File: src/sv/positional_list_insert_remove_core_assert.svh
// Assertion macros for the positional list core.
// Depends on signals named clk and arst_n in the including module.
`ifndef POSITIONAL_LIST_INSERT_REMOVE_CORE_ASSERT_SVH
`define POSITIONAL_LIST_INSERT_REMOVE_CORE_ASSERT_SVH

// The consequent must hold in the same cycle as the antecedent.
`define PLIR_AST_NOW(lbl, ant, con, msg) \
	lbl: assert property (@(posedge clk) disable iff (!arst_n) (ant) |-> (con)) else $error(msg);

// The consequent must hold in the cycle after the antecedent.
`define PLIR_AST_NEXT(lbl, ant, con, msg) \
	lbl: assert property (@(posedge clk) disable iff (!arst_n) (ant) |=> (con)) else $error(msg);

`endif

File: src/sv/plir_pkg.sv
// Shared types and codes for the positional list core.
// No dependencies; imported by every module of the block.
`timescale 1ns / 1ps
`default_nettype none

package plir_pkg;

	localparam int REQ_W  = 3;
	localparam int POS_W  = 9;
	localparam int IKEY_W = 16;
	localparam int OKEY_W = 16;
	localparam int ERR_W  = 2;
	localparam int TOT_W  = 9;

	localparam logic [REQ_W-1:0] REQ_INS_FRONT = 3'd0;
	localparam logic [REQ_W-1:0] REQ_INS_BACK  = 3'd1;
	localparam logic [REQ_W-1:0] REQ_INS_POS   = 3'd2;
	localparam logic [REQ_W-1:0] REQ_REM_FRONT = 3'd3;
	localparam logic [REQ_W-1:0] REQ_REM_BACK  = 3'd4;
	localparam logic [REQ_W-1:0] REQ_REM_POS   = 3'd5;

	localparam logic [ERR_W-1:0] ERR_OK   = 2'd0;
	localparam logic [ERR_W-1:0] ERR_POS  = 2'd1;
	localparam logic [ERR_W-1:0] ERR_FULL = 2'd2;

	typedef struct packed {
		logic ins;
		logic rem;
		logic tap_en;
	} cell_ctl_t;

endpackage

`default_nettype wire

File: src/sv/plir_cell.sv
// One storage cell of the list: holds a key and shifts with its neighbors.
// Depends on plir_pkg for the control struct.
`timescale 1ns / 1ps
`default_nettype none

module plir_cell
	import plir_pkg::*;
#(
	parameter int IDX = 0,
	parameter int AW  = 9,
	parameter int KW  = 16
) (
	input  wire logic          clk,
	input  wire cell_ctl_t     ctl,
	input  wire logic [AW-1:0] pos,
	input  wire logic [KW-1:0] new_key,
	input  wire logic [KW-1:0] left_key,
	input  wire logic [KW-1:0] right_key,
	output logic      [KW-1:0] key_q,
	output logic      [KW-1:0] tap_s2
);

	localparam logic [AW-1:0] MY_IDX = AW'(IDX);

	logic at_pos;
	logic past_pos;

	assign at_pos   = (MY_IDX == pos);
	assign past_pos = (MY_IDX > pos);

	always_ff @(posedge clk) begin
		if (ctl.ins) begin
			if (at_pos) begin
				key_q <= new_key;
			end else if (past_pos) begin
				key_q <= left_key;
			end
		end else if (ctl.rem) begin
			if (at_pos || past_pos) begin
				key_q <= right_key;
			end
		end
	end

	always_ff @(posedge clk) begin
		if (ctl.tap_en) begin
			tap_s2 <= (ctl.rem && at_pos) ? key_q : '0;
		end
	end

endmodule

`default_nettype wire

File: config.mk
export PLATFORM = sky130hd
export DESIGN_NAME = plir_cell
export DESIGN_NICKNAME = d
export VERILOG_FILES = /design/src/sv/positional_list_insert_remove_core_assert.svh /design/src/sv/plir_pkg.sv /design/src/sv/plir_cell.sv
export SDC_FILE = /design/constraint.sdc
export NUM_CORES = 1
export LEC_CHECK = 0
export BUFFER_PORTS_ARGS = -buffer_cell sky130_fd_sc_hd__buf_2
export CAP_MARGIN = 20
export CORE_AREA = 4 4 71 60
export DETAILED_ROUTE_END_ITERATION = 7
export DIE_AREA = 0 0 75 64
export PLACE_DENSITY = 0.82
export SLEW_MARGIN = 20
export SYNTH_ARGS = -nofsm -noshare
export SYNTH_HDL_FRONTEND = slang
export SYNTH_SLANG_ARGS = --single-unit
File: constraint.sdc
create_clock -name clk -period 4.3 [get_ports clk]
set_clock_uncertainty 0.05 [all_clocks]
set_input_delay 0.645 -clock clk [delete_from_list [all_inputs] [get_ports clk]]
set_output_delay 0.645 -clock clk [all_outputs]
set_load 0.01 [all_outputs]
## Yosys cells after proc, flatten, opt, wreduce, memory -nomap -nowiden

Cells that the tools add are included.
Widths: inputs -> output; s select.

| storage, ports and cells | value |
|---|---|
| ROM bits | 0 |
| word-level logic and storage cells | 15 |
| bits in latches | 0 |
| memories kept | 0 |
| memory bits (writable) | 0 |
| bits in registers | 32 |

| operators by class | value |
|---|---|
| equality and inequality tests | 1 |
| divide/modulo/power cells | 0 |
| bitwise gates (word level) | 0 |
| shift operators | 0 |
| reduce and logical (&&, ||, !) cells | 6 |
| multiplexer cells | 5 |
| magnitude comparators | 1 |
| $mul | 0 |
| $add $sub $neg | 0 |

Operators with widths:

| cell | count |
|---|---|
| $mux 16 | 5 |
| $gt 1x9->1 const A | 1 |
| $logic_not 9->1 | 1 |
| $reduce_bool 2->1 | 2 |
| $ne 3x1->1 const B | 1 |
| $reduce_and 3->1 | 1 |
| $logic_and 1x1->1 | 1 |
| $logic_or 1x1->1 | 1 |

## Longest topological paths before layout

| depth | value |
|---|---|
| depth in word-level cells | 5 |
| gate-level depth with buffers | 5 |
| depth with buffers taken out | 3 |

## Least setup slack after synthesis

OpenSTA, ideal clock, no wires.

| timing path | value |
|---|---|
| kind | input -> register |
| from | input port pos[6] |
| to | register key_q[0] (enable) |
| setup slack | 1.751 ns |
| required time | 3.877 ns |
| stages | 5 |
| arrival | 2.125 ns |
| path through | or4_4 buf_6 nor3_4 buf_6 o21a_1 |

| on the way | value |
|---|---|
| cells in the longest elaborated chain, start to end | 4 |

Ends and longest elaborated chain:

| item | line | text |
|---|---|---|
| from (decl) | plir_cell.sv:15 | `input wire logic [AW-1:0] pos,` |
| $gt 1x9->1 or $logic_not 9->1 (tied branches) | plir_cell.sv:29, plir_cell.sv:28 |  |
| $logic_or 1x1->1 | plir_cell.sv:39 | `if (at_pos \|\| past_pos) begin` |
| $reduce_bool 2->1 (no line) | n/a |  |
| $reduce_and 3->1 (no line) (*) | n/a |  |
| to (signal assigned) | plir_cell.sv:34 | `key_q <= new_key;` |
| to (signal assigned) | plir_cell.sv:36 | `key_q <= left_key;` |
| to (signal assigned) | plir_cell.sv:40 | `key_q <= right_key;` |
| to (decl) | plir_cell.sv:19 | `output logic [KW-1:0] key_q,` |

Mark *: on every way between the ends. The rest lies on a longest branch, timed or not.
A chain may end at the register's enable or synchronous reset.

## Final worst setup path

| timing path | value |
|---|---|
| from | input port pos[6] |
| to | register key_q[8] (enable) |

The elaborated chain is that of the path after synthesis.

==> results_dict.tcl <==
set metrics [dict create \
    hold_violations 0 \
    cts.root.buffer_cell "clkbuf_8" \
    maxSlewViolCount 0 \
    drtIter0Drc 32 \
    io_pins 93 \
    vdd_drop_max_mv 0.147 \
    critPathKind "primary input to flop" \
    area_growth_pct 34.0 \
    final_common_cell "buf_2" \
    power.total_mw 0.621 \
    antenna_found_initial 0 \
    final_area_um2 2120 \
    dp_hpwl_um 2870 \
    rows 20 \
    cts_tree "yes" \
    critPathArrivalTime_ns 2.51 \
    diodes 0 \
    maxCapViolations 0 \
    max_freq_mhz 377 \
    postRouteAntennaNets 0 \
    p_per_area_nw_per_um2 292 \
    cts_setup_buffers 0 \
    setup_tns_ns 0 \
    clk_path_buf_depth 2 \
    min_period_over_period_pct 61.7 \
    drive_above_1_share_pct 46.6 \
    grt_setup_unrepaired "false" \
    wl_um 3490 \
    drc 0 \
    crit_chain "buf_2 > or4_4 > nor3_4 > o21a_1" \
    cts_resized 0 \
    routedWlPerCell_um 13.2 \
    slowest_delay_ns 0.66 \
    ys_warn_count 0 \
    tightest_slew_ns 0.901 \
    crit_fanout 17 \
    io_buffer_count 92 \
    crit_family "simple AND/OR/NAND/NOR gates" \
    die_x_um 75 \
    required_ns 4.15 \
    grt_usage_pct 14.6 \
    synth_nets 196 \
    vias 1395 \
    htreeDepth 2 \
    syn_area_um2 1580 \
    maxSlewHeadroom_pct 39.7 \
    setup_viol 0 \
    slowest_stage "or4_4" \
    firstDrtPassIters 4 \
    min_period_ns 2.65 \
    grt_pass1_vias 1271 \
    vias_per_cell 5.26 \
    cellLeakagePower_nw 0.939 \
    final_cell_mix "buf_2 (92), edfxtp_1 (32), nor2_1 (17)" \
    grt_max_degree 34 \
    fin_nets 281 \
    initial_core_util_pct 43.7 \
    clk_latency_ns 0.27 \
    numCtsBuffers 5 \
    ys_ff_latch 32 \
    crit_path_start_kind "primary input" \
    path_buf_inv 1 \
    holdBufCountCts 0 \
    coreArea_um2 3630 \
    outcome "completed" \
    postSynthAreaPerCell_um2 11.7 \
    fill_cells 291 \
    setup.worst_path.end_class "flop" \
    yosysUniqueCellTypes 18 \
    fin_util_pct 58.5 \
    die_area_um2 4800 \
    grt-ovfl-total 0 \
    fp.dieH_um 64 \
    hold_class "flop to flop" \
    yosysSeqAreaShare_pct 60.7 \
    dpl_cell_area_um2 2030 \
    clkSinkCount 32 \
    clkSlewWorstSetupHoldPaths_ns 0.06 \
    gp_congestion 0.777 \
    grt_pass1_wl_um 5470 \
    synthCells 135 \
]
-- stage by stage --
step / cells / worst slack (ns) / hold slack, ns
floorplan: 135 / 1.75 / 0.577
finish: 265 / 1.65 / 0.521
global route: 265 / 1.54 / 0.558
global placement: 257 / 1.48 / 0.528
detailed placement: 257 / 1.38 / 0.510
CTS: 265 / 1.67 / 0.524
-- sequential cells by signal (all words and copies together), names as in the netlist --
name,flops
tap_s2,16
key_q,16
-- report_power, final --
part | internal (mW) | leakage (nW) | total, mW | switching [mW]
clock network | 0.112 | 0.0399 | 0.200 | 0.0882
logic | 0.0327 | 0.579 | 0.0715 | 0.0388
registers | 0.348 | 0.321 | 0.349 | 0.000914
total | 0.493 | 0.939 | 0.621 | 0.128
-- final timing paths --
| check | slack, ns | to | cells past startpoint | from |
|---|---|---|---|---|
| worst max-delay path | 1.65 | key_q[8]$_DFFE_PP_ | 4 | pos[6] |
| worst min-delay path | 0.52 | tap_s2[0]$_SDFFCE_PN0P_ | 1 | key_q[0]$_DFFE_PP_ |
| worst max register to register | 3.42 | tap_s2[7]$_SDFFCE_PN0P_ | 1 | key_q[7]$_DFFE_PP_ |
| worst min register to register | 0.52 | tap_s2[0]$_SDFFCE_PN0P_ | 1 | key_q[0]$_DFFE_PP_ |
-- Yosys cell counts --
master / instances / area [µm²]
o21a_1: 1 / 7.51
nand4_1: 16 / 100
clkbuf_1: 11 / 41.3
nor4_2: 1 / 12.5
nor3_1: 1 / 5.00
o31ai_1: 16 / 120
and3_1: 15 / 93.8
buf_2: 1 / 5.00
nor3_4: 1 / 16.3
a31oi_1: 16 / 100
buf_1: 1 / 3.75
or2_2: 1 / 6.26
edfxtp_1: 32 / 961
and3_2: 1 / 7.51
nor2_1: 17 / 63.8
buf_6: 2 / 22.5
or3_1: 1 / 6.26
or4_4: 1 / 11.3
-- cells by family (layout without fill, tap and decap cells) --
family | Yosys count | count (layout) | share of synthesized area, %
compound gates | 33 | 33 | 14.4
buf+inv | 15 | 101 | 4.58
flops | 32 | 32 | 60.7
simple gates | 55 | 55 | 20.4
-- layer usage --
layer / global-route usage [%] / vias to the layer above / part of all wire [%] / routed length (µm)
met5: 0 / - / 0 / 0
met2: 24.6 / 73 / 47 / 1650
met3: 3.93 / 6 / 11 / 375
met4: 6.00 / 0 / 1.9 / 65
met1: 17.5 / 602 / 40 / 1400
li1: - / 714 / - / -
-- final cells by class --
type / count / area, µm² / share of cell area (%)
clock buffers: 7 / 76.3 / 3.59
clock inverters: 1 / 3.75 / 0.177
multi-input cells: 88 / 559 / 26.3
flip-flops and latches: 32 / 961 / 45.3
well taps: 44 / 55.1 / 2.59
repair buffers: 93 / 468 / 22.0
No activity file was read; power rests on OpenSTA's default activity.
